--- src/rtl/core/chi_pkg.sv ---
// Shared constants and types for the cubic Hermite interpolator.
package chi_pkg;

    localparam int FRAC_BITS_DEFAULT = 16;
    localparam int K_BITS = 16;
    localparam int H_BITS = 30;
    localparam int DIV_CELLS = K_BITS;
    localparam int H_SHIFT = 3 * K_BITS - H_BITS;

    typedef struct packed {
        logic signed [31:0] p0;
        logic signed [31:0] p1;
        logic signed [31:0] v0;
        logic signed [31:0] v1;
        logic [31:0]        dur;
    } chi_item_t;

    typedef struct packed {
        logic signed [31:0] h00;
        logic signed [31:0] h01;
        logic signed [31:0] h10;
        logic signed [31:0] h11;
    } chi_basis_t;

endpackage

--- src/rtl/core/chi_basis.sv ---
// Three-stage pipeline forming the rounded Hermite basis values from the phase.
module chi_basis import chi_pkg::*; (
    input  logic          aclk,
    input  logic          aresetn,
    input  logic          ce,
    input  logic          in_valid,
    input  logic [K_BITS:0] in_k,
    input  chi_item_t     in_item,
    output logic          out_valid,
    output chi_basis_t    out_basis,
    output chi_item_t     out_item
);

    logic [2:0]            valid_reg;
    chi_item_t             item1_reg, item2_reg, item3_reg;
    logic [K_BITS:0]       k1a_reg, k1b_reg;
    logic [2*K_BITS+1:0]   k2a_reg, k2b_reg;
    logic [3*K_BITS+2:0]   k3_reg;
    chi_basis_t            basis_reg;

    logic signed [51:0] k1s, k2s, k3s;
    logic signed [51:0] h01, h10, h11;
    logic signed [51:0] rnd;
    logic signed [51:0] h01r, h10r, h11r;
    chi_basis_t         basis_next;

    always_comb begin
        k1s  = signed'(52'(k1b_reg));
        k2s  = signed'(52'(k2b_reg));
        k3s  = signed'(52'(k3_reg));
        h01  = -(k3s <<< 1) + 52'sd3 * (k2s <<< K_BITS);
        h10  = k3s - ((k2s <<< K_BITS) <<< 1) + (k1s <<< (2 * K_BITS));
        h11  = k3s - (k2s <<< K_BITS);
        rnd  = 52'sd1 <<< (H_SHIFT - 1);
        h01r = (h01 + rnd) >>> H_SHIFT;
        h10r = (h10 + rnd) >>> H_SHIFT;
        h11r = (h11 + rnd) >>> H_SHIFT;
        basis_next.h01 = h01r[31:0];
        basis_next.h10 = h10r[31:0];
        basis_next.h11 = h11r[31:0];
        basis_next.h00 = (32'sd1 <<< H_BITS) - h01r[31:0];
    end

    always_ff @(posedge aclk) begin
        if (!aresetn) begin
            valid_reg <= '0;
        end else if (ce) begin
            valid_reg <= {valid_reg[1:0], in_valid};
        end
    end

    always_ff @(posedge aclk) begin
        if (ce) begin
            k1a_reg   <= in_k;
            k2a_reg   <= (2*K_BITS+2)'(in_k * in_k);
            item1_reg <= in_item;
            k1b_reg   <= k1a_reg;
            k2b_reg   <= k2a_reg;
            k3_reg    <= (3*K_BITS+3)'(k2a_reg * k1a_reg);
            item2_reg <= item1_reg;
            basis_reg <= basis_next;
            item3_reg <= item2_reg;
        end
    end

    assign out_valid = valid_reg[2];
    assign out_basis = basis_reg;
    assign out_item  = item3_reg;

endmodule

--- config.mk ---
export PLATFORM = sky130hd
export DESIGN_NAME = chi_basis
export DESIGN_NICKNAME = d
export VERILOG_FILES = /design/src/rtl/core/chi_pkg.sv /design/src/rtl/core/chi_basis.sv
export SDC_FILE = /design/constraint.sdc
export NUM_CORES = 2
export LEC_CHECK = 0
export BUFFER_PORTS_ARGS = -buffer_cell sky130_fd_sc_hd__clkbuf_2
export CORE_MARGIN = 10
export CORE_UTILIZATION = 40
export DETAILED_ROUTE_END_ITERATION = 6
export GPL_TIMING_DRIVEN = 0
export HOLD_SLACK_MARGIN = 0.15
export PLACE_DENSITY_LB_ADDON = 0.12
export SLEW_MARGIN = 25
export SYNTH_ARGS = -nofsm -noshare
export SYNTH_HDL_FRONTEND = slang
export SYNTH_SLANG_ARGS = --single-unit
--- constraint.sdc ---
create_clock -name aclk -period 6.85 [get_ports aclk]
set_input_delay 0.685 -clock aclk [delete_from_list [all_inputs] [get_ports aclk]]
set_output_delay 0.685 -clock aclk [all_outputs]
set_load 0.01 [all_outputs]
=== Yosys cells after proc, flatten, opt, wreduce, memory -nomap -nowiden ===
Cells that the tools add are included.

* Add/subtract/negate cells: 9
* Multiply operators: 3

{| class="wikitable"
|+ Operators by type and width
! cell !! number
|-
| adder 50 x 19 -> 50 bit, second input constant || 3
|-
| adder 50 bit || 2
|-
| subtractor 50 bit || 2
|-
| multiplier 34 x 17 -> 50 bit || 1
|-
| negation 50 bit || 1
|-
| multiplier 17 x 17 -> 34 bit || 1
|-
| multiplier 2 x 34 -> 34 bit, first input constant || 1
|-
| subtractor 31 x 32 -> 32 bit, first input constant || 1
|}

* Register bits after elaboration: 763
* Output and inout bits: 289

=== Logic depth before layout (Yosys ltp) ===
* Depth in word-level cells: 4
* Gate-level depth with buffers: 26

=== Worst setup path after synthesis ===
Ideal clock, no wire load.

* Path type: input -> register
* From: input in_k[14]
* To: register k2a_reg[33] (data pin)
* Setup time: 0.259 ns
* Data arrival time: 6.394 ns
* Required time: 6.591 ns
* Slack: 0.197 ns
* Cell stages on the path: 24
* Cells stage by stage: clkbuf_1 -> clkbuf_1 -> nand2_1 -> fa_1 -> inv_1 -> fa_1 -> inv_1 -> fa_1 -> fa_1 -> inv_1 -> fa_1 -> inv_1 -> fa_1 -> inv_1 -> ha_1 -> a21o_1 -> a21oi_1 -> o2111ai_1 -> a41o_1 -> a211oi_1 -> o21a_1 -> o21ai_0 -> a21oi_1 -> xnor2_1

* Cells in the longest elaborated chain, start to end: 1

{| class="wikitable"
|+ Ends and longest elaborated chain
! what !! line !! text
|-
| start: declaration || chi_basis.sv:7 || <nowiki>input logic [K_BITS:0] in_k,</nowiki>
|-
| multiplier 17 x 17 -> 34 bit || chi_basis.sv:55 || <nowiki>k2a_reg <= (2*K_BITS+2)'(in_k * in_k);</nowiki>
|-
| end signal: assignment || chi_basis.sv:55 ||
|-
| end: declaration || chi_basis.sv:17 || <nowiki>logic [2*K_BITS+1:0] k2a_reg, k2b_reg;</nowiki>
|}

Every way passes these cells.
A chain may end at the register's enable or synchronous reset.

=== Worst setup path after layout ===
* From: register k2a_reg[25]
* To: register k3_reg[45] (data pin)

* Cells in the longest elaborated chain, start to end: 1

{| class="wikitable"
|+ Ends and longest elaborated chain
! what !! line !! text
|-
| multiplier 34 x 17 -> 50 bit || chi_basis.sv:59 || <nowiki>k3_reg <= (3*K_BITS+3)'(k2a_reg * k1a_reg);</nowiki>
|-
| end signal: assignment || chi_basis.sv:59 ||
|-
| end: declaration || chi_basis.sv:18 || <nowiki>logic [3*K_BITS+2:0] k3_reg;</nowiki>
|}

Every way passes these cells.

==> impl_metrics.env <==
export IMPL_synth_area_mm2=0.05908
export IMPL_cp_end_kind="flip-flop"
export IMPL_max_freq_ghz=0.1483
export IMPL_synthSimpleGateAreaFrac=0.1039
export IMPL_vias=39376
export IMPL_insertion_delay_ps=710
export IMPL_nFillCells=13360
export IMPL_synth_edf_count=754
export IMPL_violations="antenna rules"
export IMPL_dp_cells=7570
export IMPL_crit_required_ps=7250
export IMPL_synth_top_family_by_area="adder cells"
export IMPL_hpwlAfterDp_um=128800
export IMPL_htreeDepth=3
export IMPL_syn_inst=5164
export IMPL_clk_pin_slew_ps=60
export IMPL_rsz0062_at_grt="true"
export IMPL_synth_compound_area_frac=0.07481
export IMPL_path_cells="clkbuf_2 -> nand2_1 -> fa_1 -> fa_1 -> fa_1 -> inv_1 -> fa_1 -> fa_1 -> fa_2 -> ha_2 -> nand4_1 -> nor3_4 -> a41oi_2 -> o21ai_2 -> a21o_1 -> a211oi_4 -> a21oi_4 -> a221oi_4 -> o21ai_1 -> a21oi_1 -> xnor2_1"
export IMPL_drtIter0Drc=2490
export IMPL_status="finished, violations left"
export IMPL_wl_per_cell_um=20.38
export IMPL_initial_utilization=0.4039
export IMPL_async_flop_share=0
export IMPL_cts_num_sinks=757
export IMPL_die_area_mm2=0.1635
export IMPL_cpPeakStageDelay_ps=600
export IMPL_synth_xor_area_frac=0.03410
export IMPL_synth_seq_cells=757
export IMPL_io_buffers=469
export IMPL_num_rows=140
export IMPL_post_layout_nonfiller_instances=7992
export IMPL_cts_max_path_buffers=3
export IMPL_r2r_cells=21
export IMPL_cts_buffers=83
export IMPL_cp_arrival_ps=7150
export IMPL_ant_nets=1
export IMPL_synthAdderAreaFrac=0.3293
export IMPL_tightest_slew_ps=901.7
export IMPL_cp_start_kind="flip-flop"
export IMPL_period_share=0.9846
export IMPL_hold_depth=1
export IMPL_first_pass_iters=5
export IMPL_synth_mux_area_frac=0.001038
export IMPL_worst_path_buf_inv=2
export IMPL_postLayoutCellArea_mm2=0.07038
export IMPL_cts_root_buf="clkbuf_16"
export IMPL_critical_path_class="reg -> reg"
export IMPL_synth_area_leaders="edfxtp_1 38%, fa_1 23%, ha_1 9.8%"
export IMPL_drcViolationCount=0
export IMPL_fp_dieW_um=404.3
export IMPL_overflow=0
export IMPL_dieHeight_um=404.3
export IMPL_crit_top_cell="fa_1"
export IMPL_fin_worst_skew_ps=55.55
export IMPL_ys_types=95
export IMPL_yosys_warnings=0
export IMPL_cts_tree="done"
export IMPL_worstHoldPathType="in -> reg"
export IMPL_ios=470
export IMPL_ys_top_cells_by_count="983 x inv_1, 754 x edfxtp_1, 681 x fa_1, 523 x nand2_1, 465 x ha_1"
export IMPL_grt_max_degree=95
export IMPL_place_congestion=0.9016
export IMPL_critPathMaxFanout=10
export IMPL_finalSetupViolations=0
export IMPL_synth_top_cell_area_share=0.3833
export IMPL_postPlaceCellArea_mm2=0.06417
export IMPL_path_depth=21
export IMPL_grt_pass1_vias=41168
export IMPL_yosysTopAreaCell="edfxtp_1"
export IMPL_grt_pass1_wl_um=246700
export IMPL_cp_top_family="adder cells"
export IMPL_finalHoldViolCount=0
export IMPL_antenna_found_initial=3
export IMPL_syn_to_final_growth_pct=19.14
export IMPL_drive_above_1_share=0.1560
export IMPL_synthMostInstantiatedCell="inv_1"
export IMPL_fp_coreArea_mm2=0.1463
export IMPL_maxSlewHeadroom=0.3974
export IMPL_slew_violations=0
export IMPL_crit_slowest_cell="fa_2"
export IMPL_grt_use_total=0.1966
export IMPL_ys_seq_area_frac=0.3843
export IMPL_nNetsFinal=7327
export IMPL_syn_area_per_cell_um2=11.44
export IMPL_period_minus_slack_ps=6744
export IMPL_drv_cap=0
export IMPL_ys_flop_type="edfxtp_1"
export IMPL_routed_wl_um=162900
export IMPL_viasPerCell=4.927
final cells by class:
cell class | count | area (um^2) | share of cell area
flip-flops and latches | 757 | 22700 | 0.3225
multi-input cells | 3283 | 32650 | 0.4639
repair buffers | 753 | 5304 | 0.07536
clock buffers | 104 | 2177 | 0.03093
well taps | 1917 | 2399 | 0.03408
diodes | 6 | 15.01 | 0.0002133
clock inverters | 50 | 533.0 | 0.007573
inverters | 983 | 3690 | 0.05242
plain buffers | 139 | 910.9 | 0.01294
layer usage:
metal	vias to the layer above	GRT usage	part of all wire
li1	18580	-	-
met1	19541	0.2622	0.44
met2	1014	0.3252	0.47
met3	241	0.03265	0.059
met4	0	0.06460	0.032
met5	-	0	0
logic make-up after synthesis:
| family | count (synthesis) |
|---|---|
| AOI/OAI and AO/OA | 668 |
| adders and majority gates | 1146 |
| muxes | 6 |
| and+or+nand+nor | 1222 |
| DFF | 757 |
| xor gates and xnor gates | 230 |
| other | 2 |
| buffers and inverters | 1133 |
through the flow:
step | hold WS [ps] | worst slack [ps] | utilization | setup TNS, ps
finish | 203.7 | 105.6 | 0.4812 | 0
global route | 173.0 | -49.39 | 0.4811 | -70.24
CTS | 150.2 | 1.803 | 0.4745 | 0
detailed placement | 404.5 | -1581 | 0.4387 | -39670
global placement | 400.2 | -8732 | 0.4366 | -6296040
floorplan | 400.3 | 197.1 | - | 0
timing repair:
action                                 CTS  global route
gates cloned                             0             2
gates resized for setup                128           294
pin swaps                                9            79
hold buffers                           157             0
endpoints found under the hold margin  157             0
buffers inserted                        73            41
setup endpoints to repair               38            23
layout by cell type (no fill, tap or decap), drive strengths merged, types with 8 or more instances in the layout:
cell type	n
conb	11
or3	11
nor3	36
and3	22
a21oi	212
clkinv	35
nand4	29
nor2b	47
and2	285
a211o	9
a2111oi	8
fa	681
a311oi	8
o31ai	15
xnor2	159
nand2	523
nor2	141
o21a	36
nand2b	29
o211ai	16
a211oi	18
a21o	129
o21bai	27
edfxtp	754
xor2	71
nor4	11
o21ai	109
ha	465
inv	989
or2	11
clkbuf	657
dlygate4sd3	157
a31oi	16
nand3	45
buf	182
path summary, 6_finish.rpt:
path | slack (ps) | from | endpoint
worst max register to register | 110 | k2a_reg[25] | k3_reg[45]
worst min-delay path | 200 | in_item[118] | item1_reg[118]
worst min register to register | 380 | item1_reg[18] | item2_reg[18]
worst max-delay path | 110 | k2a_reg[25] | k3_reg[45]
Power is left out: the tool's default activity adds up to more than one toggle a clock period on the data nets, which glitch-free logic cannot reach.
