### src/rtl/core/chi_pkg.sv
// Shared constants and types for the cubic Hermite interpolator.
package chi_pkg;

    localparam int FRAC_BITS_DEFAULT = 16;
    localparam int K_BITS = 16;
    localparam int H_BITS = 30;
    localparam int DIV_CELLS = K_BITS;
    localparam int H_SHIFT = 3 * K_BITS - H_BITS;

    typedef struct packed {
        logic signed [31:0] p0;
        logic signed [31:0] p1;
        logic signed [31:0] v0;
        logic signed [31:0] v1;
        logic [31:0]        dur;
    } chi_item_t;

    typedef struct packed {
        logic signed [31:0] h00;
        logic signed [31:0] h01;
        logic signed [31:0] h10;
        logic signed [31:0] h11;
    } chi_basis_t;

endpackage

### src/rtl/core/chi_div_cell.sv
// One quotient-bit cell of the pipelined restoring divider that forms the phase.
module chi_div_cell import chi_pkg::*; (
    input  logic              aclk,
    input  logic              aresetn,
    input  logic              ce,
    input  logic              in_valid,
    input  logic              in_sat,
    input  logic [31:0]       in_rem,
    input  logic [K_BITS-1:0] in_quot,
    input  chi_item_t         in_item,
    output logic              out_valid,
    output logic              out_sat,
    output logic [31:0]       out_rem,
    output logic [K_BITS-1:0] out_quot,
    output chi_item_t         out_item
);

    logic              valid_reg;
    logic              sat_reg;
    logic [31:0]       rem_reg;
    logic [K_BITS-1:0] quot_reg;
    chi_item_t         item_reg;

    logic [32:0]       rem2;
    logic              take;
    logic [31:0]       rem_next;
    logic [K_BITS-1:0] quot_next;

    always_comb begin
        rem2 = {in_rem, 1'b0};
        take = rem2 >= {1'b0, in_item.dur};
        if (take) begin
            rem_next = 32'(rem2 - {1'b0, in_item.dur});
        end else begin
            rem_next = rem2[31:0];
        end
        quot_next = {in_quot[K_BITS-2:0], take};
    end

    always_ff @(posedge aclk) begin
        if (!aresetn) begin
            valid_reg <= 1'b0;
        end else if (ce) begin
            valid_reg <= in_valid;
        end
    end

    always_ff @(posedge aclk) begin
        if (ce) begin
            sat_reg  <= in_sat;
            rem_reg  <= rem_next;
            quot_reg <= quot_next;
            item_reg <= in_item;
        end
    end

    assign out_valid = valid_reg;
    assign out_sat   = sat_reg;
    assign out_rem   = rem_reg;
    assign out_quot  = quot_reg;
    assign out_item  = item_reg;

`ifndef NO_ASSERTIONS
    // The partial remainder of a live division always stays below the divisor.
    a_rem_below_div: assert property (@(posedge aclk) disable iff (!aresetn)
        (valid_reg && !sat_reg) |-> (rem_reg < item_reg.dur))
        else $error("division remainder not below duration");

    // A held pipeline keeps its occupancy.
    a_hold_valid: assert property (@(posedge aclk) disable iff (!aresetn)
        !ce |=> $stable(valid_reg))
        else $error("cell valid changed while held");

    a_reset_empty: assert property (@(posedge aclk)
        !aresetn |=> !valid_reg)
        else $error("cell not empty after reset");
`endif

endmodule

### config.mk
export PLATFORM = sky130hd
export DESIGN_NAME = chi_div_cell
export DESIGN_NICKNAME = d
export VERILOG_FILES = /design/src/rtl/core/chi_pkg.sv /design/src/rtl/core/chi_div_cell.sv
export SDC_FILE = /design/constraint.sdc
export NUM_CORES = 1
export LEC_CHECK = 0
export BUFFER_PORTS_ARGS = -buffer_cell sky130_fd_sc_hd__buf_2
export CORE_AREA = 2 2 164 166
export CTS_BUF_LIST = sky130_fd_sc_hd__clkbuf_4
export CTS_CLUSTER_DIAMETER = 30
export CTS_CLUSTER_SIZE = 10
export DETAILED_ROUTE_END_ITERATION = 10
export DIE_AREA = 0 0 166 168
export PLACE_DENSITY = 0.59
export SYNTH_ARGS = -nofsm -noshare
export SYNTH_HDL_FRONTEND = slang
export SYNTH_SLANG_ARGS = --single-unit
### constraint.sdc
create_clock -name aclk -period 2.9 [get_ports aclk]
set_clock_uncertainty 0.1 [all_clocks]
set_input_delay 0.58 -clock aclk [delete_from_list [all_inputs] [get_ports aclk]]
set_output_delay 0.58 -clock aclk [all_outputs]
set_load 0.02 [all_outputs]
# Yosys cells after proc, flatten, opt, wreduce, memory -nomap -nowiden

Cells that the tools add are included.

$add $sub $neg: 1
Order comparisons: 1
Muxes and demuxes: 1

Operator list:

| operator                                     | count |
|---|---|
| greater-or-equal comparator 33 x 32 -> 1 bit | 1 |
| two-way mux 32 bit                           | 1 |
| subtractor 32 bit                            | 1 |

Bits in registers: 210
Output and inout bits: 210
Logic and storage cells: 13

# Logic depth before layout (Yosys ltp)

Gate-level depths: netlist (run 1).

Word-level depth: 2
Depth in mapped cells: 13
Depth with buffers taken out: 10

# Least setup slack after synthesis (run 1)

OpenSTA, ideal clock, no wires.

Path type: in2reg
From: input in_item[5] (netlist name)
To: register rem_reg[10] (netlist: out_rem[10]) (data pin)
Library setup time: 0.255 ns
Data arrival time: 2.574 ns
Required time: 2.545 ns
Path slack: -0.029 ns
Cell stages on the path: 11
Path through: inv_1 -> ha_1 -> and2_1 -> a221o_1 -> o311ai_2 -> a31o_2 -> o2111a_1 -> a21o_1 -> buf_6 -> buf_6 -> o21ai_2

Word-level cells in the longest chain between the ends: 2
Elaborated cells on any way between the ends: 3
Classes of those cells: add/sub: 1; order compare: 1; mux: 1

Ends and longest elaborated chain:

| what                                                                                     | line                                   | text |
|---|---|---|
| start, declared                                                                          | chi_div_cell.sv:10                     | `input chi_item_t in_item,` |
| subtractor 32 bit / greater-or-equal comparator 33 x 32 -> 1 bit (equally long branches) | chi_div_cell.sv:33, chi_div_cell.sv:31 |  |
| two-way mux 32 bit (*)                                                                   | chi_div_cell.sv:32                     | `if (take) begin` |
| via rem_next[10]                                                                         | chi_div_cell.sv:26                     | `logic [31:0] rem_next;` |
| end signal, assigned                                                                     | chi_div_cell.sv:51                     | `rem_reg <= rem_next;` |
| end, declared                                                                            | chi_div_cell.sv:20                     | `logic [31:0] rem_reg;` |

The timed path passes the listed nets; every way through them passes the cells marked *.
A chain may end at the register's enable or synchronous reset.

# Worst setup path in the final report (run 1)

From: input in_item[22] (netlist name)
To: register rem_reg[12] (netlist: out_rem[12]) (data pin)

Word-level cells in the longest chain between the ends: 2

Ends and longest elaborated chain:

| what                                         | line               | text |
|---|---|---|
| greater-or-equal comparator 33 x 32 -> 1 bit | chi_div_cell.sv:31 | `take = rem2 >= {1'b0, in_item.dur};` |
| two-way mux 32 bit                           | chi_div_cell.sv:32 |  |
| via rem_next[12]                             | chi_div_cell.sv:26 |  |

The timed path passes the listed nets, and every way through them passes these cells.

==> reports/metrics.yaml, run 1 <==
synth_edf_count: 209
critPathLaunchType: "input pin"
fill_cells: 2210
ys.flop_type: "edfxtp_1"
power_mw: 9.00
cts_made_buffers: 52
yosysWarnings: 0
switchingPower_mw: 2.63
setup_viol: 0
power_density_mw_per_mm2: 621
cpPeakStageDelay_ns: 0.52
p_comb_share_pct: 20.7
vdd_drop_max_mv: 0.556
drive_above_1_share_pct: 47.7
vias: 7636
worstSkewPairLatency_ns: 0.67
instances_no_fill: 1667
core_area_sq_mm: 0.0264
overflow: 0
cpMostUsedCell: "a21o_1"
start_util_pct: 33.1
numClockSinks: 210
critPathSlowestCell: "dlygate4sd3_1"
finalCriticalPeriod_ns: 2.86
syn-cell-area_sq_mm: 0.00871
layout_commonest_cell: "buf_2"
maxCapViolCount: 0
swShare_pct: 29.2
worst_slew_pin_slew_ns: 0.405
ys_seq_area_share_pct: 72.3
synth_fp_nets: 814
rsz0062_at_grt: "false"
p_clk_share_pct: 37.8
place_inst: 1391
async_reset_ff_share_pct: 0
worstSetupPathType: "input pin to flop"
grt_pass1_vias: 7921
critPathArrivalTime_ns: 3.15
grt_max_degree: 54
worst_slack_ns: 0.0428
dpl.hpwl_um: 22700
fin_setup_tns_ns: 0
cp_max_fo: 26
gp_congestion: 0.832
drtAntennaViolNets: 0
ys_types: 51
syn_area_per_cell_sq_um: 15.3
fmax_mhz: 350
viasPerCell: 4.58
holdWs_ns: 0.0933
dieArea_sq_mm: 0.0279
final_util_pct: 55.0
netlist_instances: 568
period_share_pct: 98.5
antenna_found_initial: 8
cp-end-kind: "flop"
syn_to_final_growth_pct: 66.4
clk_path_buf_depth: 3
status: "finished clean"
wl_per_cell_um: 18.8
path_clk_slew_ns: 0.09
die_w_um: 166
crit_chain: "dlygate4sd3_1, buf_2, inv_1, ha_1, a21o_1, a21o_1, a21o_1, a211oi_1, o2111a_1, a21o_2, buf_12, o21ai_2"
cts_tree: "done"
die_height_um: 168
drc: 0
first_iter_violations: 352
min_path_type: "input pin to flop"
grt_pass1_wl_um: 46200
track_usage_pct: 21.8
pin_count: 423
crit_buf_inv: 4
finalHoldViolCount: 0
leakagePower_nw: 6.47
internal-power_mw: 6.37
max-slew-margin-rel_pct: 73.0
required_ns: 3.20
io_buffers: 421
slew_violations: 0
cts_setup_buffers: 0
post_dp_cell_area_sq_mm: 0.0118
cts-htree-levels: 2
ys_ff_latch: 210
design_area_sq_mm: 0.0145
p_seq_share_pct: 41.5
root_buffer: "clkbuf_4"
postRouteWirelength_um: 31400
mostFrequentLayoutCells: "buf_2 (420), edfxtp_1 (209), dlygate4sd3_1 (174)"
num-nets-final: 1524
placementRows: 60
critPathTopFamily: "compound AO/OA/AOI/OAI gates"
dpl_worst_slack_ns: -0.338
firstDrtPassIters: 6
==> layout make-up <==
class / count / area [sq um] / area share [%]
Sequential cell: 210 / 6300 / 43.4
Tap cell: 341 / 427 / 2.94
Antenna cell: 6 / 15.0 / 0.104
Clock buffer: 54 / 405 / 2.80
Clock inverter: 42 / 534 / 3.69
Multi-Input combinational cell: 303 / 2180 / 15.0
Timing Repair Buffer: 670 / 4480 / 30.9
Inverter: 41 / 154 / 1.06
==> worst paths after layout <==
check,slack (ns),from,cells past startpoint,to
max,0.04,in_item[22],12,out_rem[12]
min,0.09,in_item[0],1,out_item[0]
max reg2reg,2.14,out_valid,2,out_valid
min reg2reg,0.47,out_valid,2,out_valid
==> sequential cells by signal (all words and copies together), names as in the netlist <==
| name | count |
|---|---|
| out_item | 160 |
| out_rem | 32 |
| out_sat | 1 |
| out_quot | 16 |
| out_valid | 1 |
==> Yosys cell counts (3+ instances only) <==
cell type    n  area, sq um
a211oi_1     4         30.0
a21o_1      16          120
a21oi_1     27          135
a221o_1      3         30.0
and2_1       3         18.8
and3_1       3         18.8
buf_6        6         67.6
clkbuf_1     7         26.3
edfxtp_1   209         6280
ha_1        32          400
inv_1       41          154
nand2_1     49          184
nand2b_1     4         25.0
nand3_1     10         50.1
nand3b_1     4         30.0
nand4_1      8         50.1
nor2_1      18         67.6
nor2b_1      4         25.0
nor3_1       4         20.0
o211ai_1     4         30.0
o21a_1       4         30.0
o21ai_0     12         60.1
o21ai_2     30          263
o21bai_1     5         37.5
o31ai_1      3         22.5
xnor2_1     12          105
xor2_1      16          140
==> worst reg2reg max path, delay by kind of cell, from the launching register on <==
family | cells | cell delay, ns
AND/OR/NAND/NOR | 1 | 0.16
multiplexers | 1 | 0.07
flip-flops | 1 | 0.36
==> repair_timing <==
| item | CTS | global route |
|---|---|---|
| gates resized for setup | 0 | 0 |
| hold buffers | 174 | 0 |
| hold endpoints to repair | 174 | 0 |
==> per-layer routing <==
layer | up-vias | GRT usage [%] | wire length, um
li1 | 3603 | - | -
met1 | 3609 | 25.2 | 12300
met2 | 325 | 36.4 | 15200
met3 | 95 | 6.21 | 2070
met4 | 4 | 12.6 | 1780
met5 | - | 0 | 22
==> cells by family after synthesis <==
group / share of synthesized area (%)
AND/OR/NAND/NOR: 6.19
multiplexers: 0.230
buffers and inverters: 3.02
XOR/XNOR: 2.81
adder cells (fa/ha/maj): 4.83
AO/OA/AOI/OAI: 10.7
flip-flops: 72.3
==> power by group through the flow <==
stage	clock network [mW]	logic, mW	registers (mW)
after floorplan	0	0.524	4.18
after global placement	0	1.64	3.80
after detailed placement	0	1.66	3.80
after CTS	3.49	1.86	3.74
after global routing	3.64	1.98	3.77
final	3.41	1.86	3.74
No activity file was read; power rests on OpenSTA's default activity.
==> run 2, diff against run 1 <==
--- a/config.mk
+++ b/config.mk
@@ -6,12 +6,13 @@
 export NUM_CORES = 1
 export LEC_CHECK = 0
 export BUFFER_PORTS_ARGS = -buffer_cell sky130_fd_sc_hd__buf_2
-export CORE_AREA = 2 2 164 166
+export CORE_AREA = 2 2 165 167
 export CTS_BUF_LIST = sky130_fd_sc_hd__clkbuf_4
 export CTS_CLUSTER_DIAMETER = 30
 export CTS_CLUSTER_SIZE = 10
 export DETAILED_ROUTE_END_ITERATION = 10
-export DIE_AREA = 0 0 166 168
+export DIE_AREA = 0 0 167 169
+export GPL_TIMING_DRIVEN = 0
 export PLACE_DENSITY = 0.59
 export SYNTH_ARGS = -nofsm -noshare
 export SYNTH_HDL_FRONTEND = slang
==> reports/metrics.yaml, run 2 (same netlist as run 1, synthesis figures left out) <==
power_density_mw_per_mm2: 632  # +1.8%
worstSetupStartpoint: "in_item[21]"
critPathLaunchType: "input pin"
worstSkewPairLatency_ns: 0.66  # about the same
instances_no_fill: 1605  # -3.7%
rsz0062_at_grt: "false"
status: "finished clean"
overflow: 0  # unchanged
leakagePower_nw: 6.17  # -4.6%
p_clk_share_pct: 37.8  # about the same
critPathArrivalTime_ns: 3.10  # -0.05 ns
cp-end-kind: "flop"
die_w_um: 167  # +0.60%
finalCriticalPeriod_ns: 2.79  # -0.0706 ns
drive_above_1_share_pct: 44.4  # -3.3 points
fmax_mhz: 359  # +2.5%
swShare_pct: 28.8  # -0.43 points
min_path_type: "input pin to flop"
worstHoldStart: "in_item[0]"
antenna_found_initial: 9  # +1
largest_reg_flops: 160  # unchanged
worst_slack_ns: 0.113  # +0.0706 ns
drtAntennaViolNets: 0  # unchanged
grt_pass1_wl_um: 44800  # -2.9%
io_buffers: 421  # unchanged
start_util_pct: 32.9  # -0.19 points
seqCellArea_sq_mm: 0.00630  # unchanged
fill_cells: 2256  # +2.1%
finalHoldViolCount: 0  # unchanged
vias: 7371  # -3.5%
dieArea_sq_mm: 0.0282  # +1.2%
cts_tree: "done"
worstSetupPathType: "input pin to flop"
dpl_worst_slack_ns: -0.520  # -0.182 ns
internal-power_mw: 6.31  # -1.1%
dpl.hpwl_um: 22200  # -1.9%
multi_input_area_sq_mm: 0.00218  # +0.17%
numClockSinks: 210  # unchanged
num-nets-final: 1464  # -3.9%
post_dp_cell_area_sq_mm: 0.0113  # -4.1%
wl_per_cell_um: 19.6  # +4.2%
design_area_sq_mm: 0.0140  # -3.4%
postRouteWirelength_um: 31500  # +0.30%
worst_slew_pin_slew_ns: 0.742  # +0.337 ns
mostFrequentLayoutCells: "buf_2 (420), edfxtp_1 (209), dlygate4sd3_1 (176)"
firstDrtPassIters: 4  # -2
viasPerCell: 4.59  # +0.26%
gp_congestion: 0.837  # +0.59%
grt_pass1_vias: 7479  # -5.6%
core_area_sq_mm: 0.0265  # +0.57%
required_ns: 3.22  # +0.02 ns
place_inst: 1331  # -4.3%
layout_commonest_cell: "buf_2"
cp_max_fo: 10  # -62%
grt_max_degree: 127  # +140%
fin_setup_tns_ns: 0  # unchanged
p_seq_share_pct: 42.2  # +0.7 points
cts-htree-levels: 2  # unchanged
clk_path_buf_depth: 3  # unchanged
path_clk_slew_ns: 0.08  # about the same
placementRows: 60  # unchanged
holdWs_ns: 0.0789  # -0.0144 ns
die_height_um: 169  # +0.60%
first_iter_violations: 536  # +52%
track_usage_pct: 21.1  # -0.69 points
r2r-start: "out_valid"
max-slew-margin-rel_pct: 50.5  # -22 points
drc: 0  # unchanged
vdd_drop_max_mv: 0.474  # -15%
p_comb_share_pct: 19.9  # -0.8 points
setup_viol: 0  # unchanged
switchingPower_mw: 2.55  # -3.1%
syn_to_final_growth_pct: 60.8
cts_made_buffers: 51  # -1.9%
pin_count: 423  # unchanged
maxCapViolCount: 0  # unchanged
period_share_pct: 96.1  # -2.4 points
slew_violations: 0  # unchanged
root_buffer: "clkbuf_4"
[run 2: final timing paths]
check	to	slack, ns	depth (start not counted)
min reg2reg	out_valid	0.42	2
max	out_rem[26]	0.11	12
max reg2reg	out_valid	2.18	2
min	out_item[0]	0.08	1
[run 2: area by class of cell]
| class | count | share of cell area [%] |
|---|---|---|
| Sequential cell | 210 | 44.9 |
| Timing Repair Buffer | 599 | 27.9 |
| Multi-Input combinational cell | 303 | 15.6 |
| Clock inverter | 37 | 3.42 |
| Clock buffer | 58 | 3.11 |
| Tap cell | 341 | 3.05 |
| Inverter | 41 | 1.10 |
| Buffer | 12 | 0.786 |
| Antenna cell | 4 | 0.0715 |
[run 2: power groups by stage]
stage / registers [mW] / clock network (mW) / logic (mW)
floorplan: 4.18 / 0 / 0.524
global placement: 3.81 / 0 / 1.55
detailed placement: 3.80 / 0 / 1.56
CTS: 3.74 / 3.41 / 1.77
global route: 3.76 / 3.55 / 1.88
finish: 3.74 / 3.35 / 1.76
[run 2: layer usage]
metal / track usage (%) / vias to the layer above / part of all wire (%)
met5: 0 / - / 0.20
met4: 10.4 / 10 / 4.8
met2: 36.3 / 326 / 49
met1: 24.1 / 3466 / 38
li1: - / 3484 / -
met3: 6.15 / 85 / 7.5
[run 2: critical path, cell delays in order]
cell and delay [ns]:
dlygate4sd3_1 0.52, buf_2 0.10, inv_1 0.04, ha_1 0.40, nand4_1 0.25, o41a_1 0.44, o2111a_1 0.14, a21o_1 0.16
buf_6 0.16, buf_6 0.15, nand2_1 0.09, o21ai_2 0.07
[run 2: repair_timing]
item / in CTS / in global routing
endpoints found under the setup margin: 0 / 31
gates resized for setup: 0 / 3
buffers inserted: 0 / 1
endpoints found under the hold margin: 176 / 0
hold buffers: 176 / 0
[run 2: through the flow]
step,total power [mW],util [%]
2_1_floorplan,4.70,-
3_3_place_gp,5.36,42.6
3_5_place_dp,5.36,42.7
4_1_cts,8.91,52.8
5_1_grt,9.19,52.9
6_report,8.86,52.9
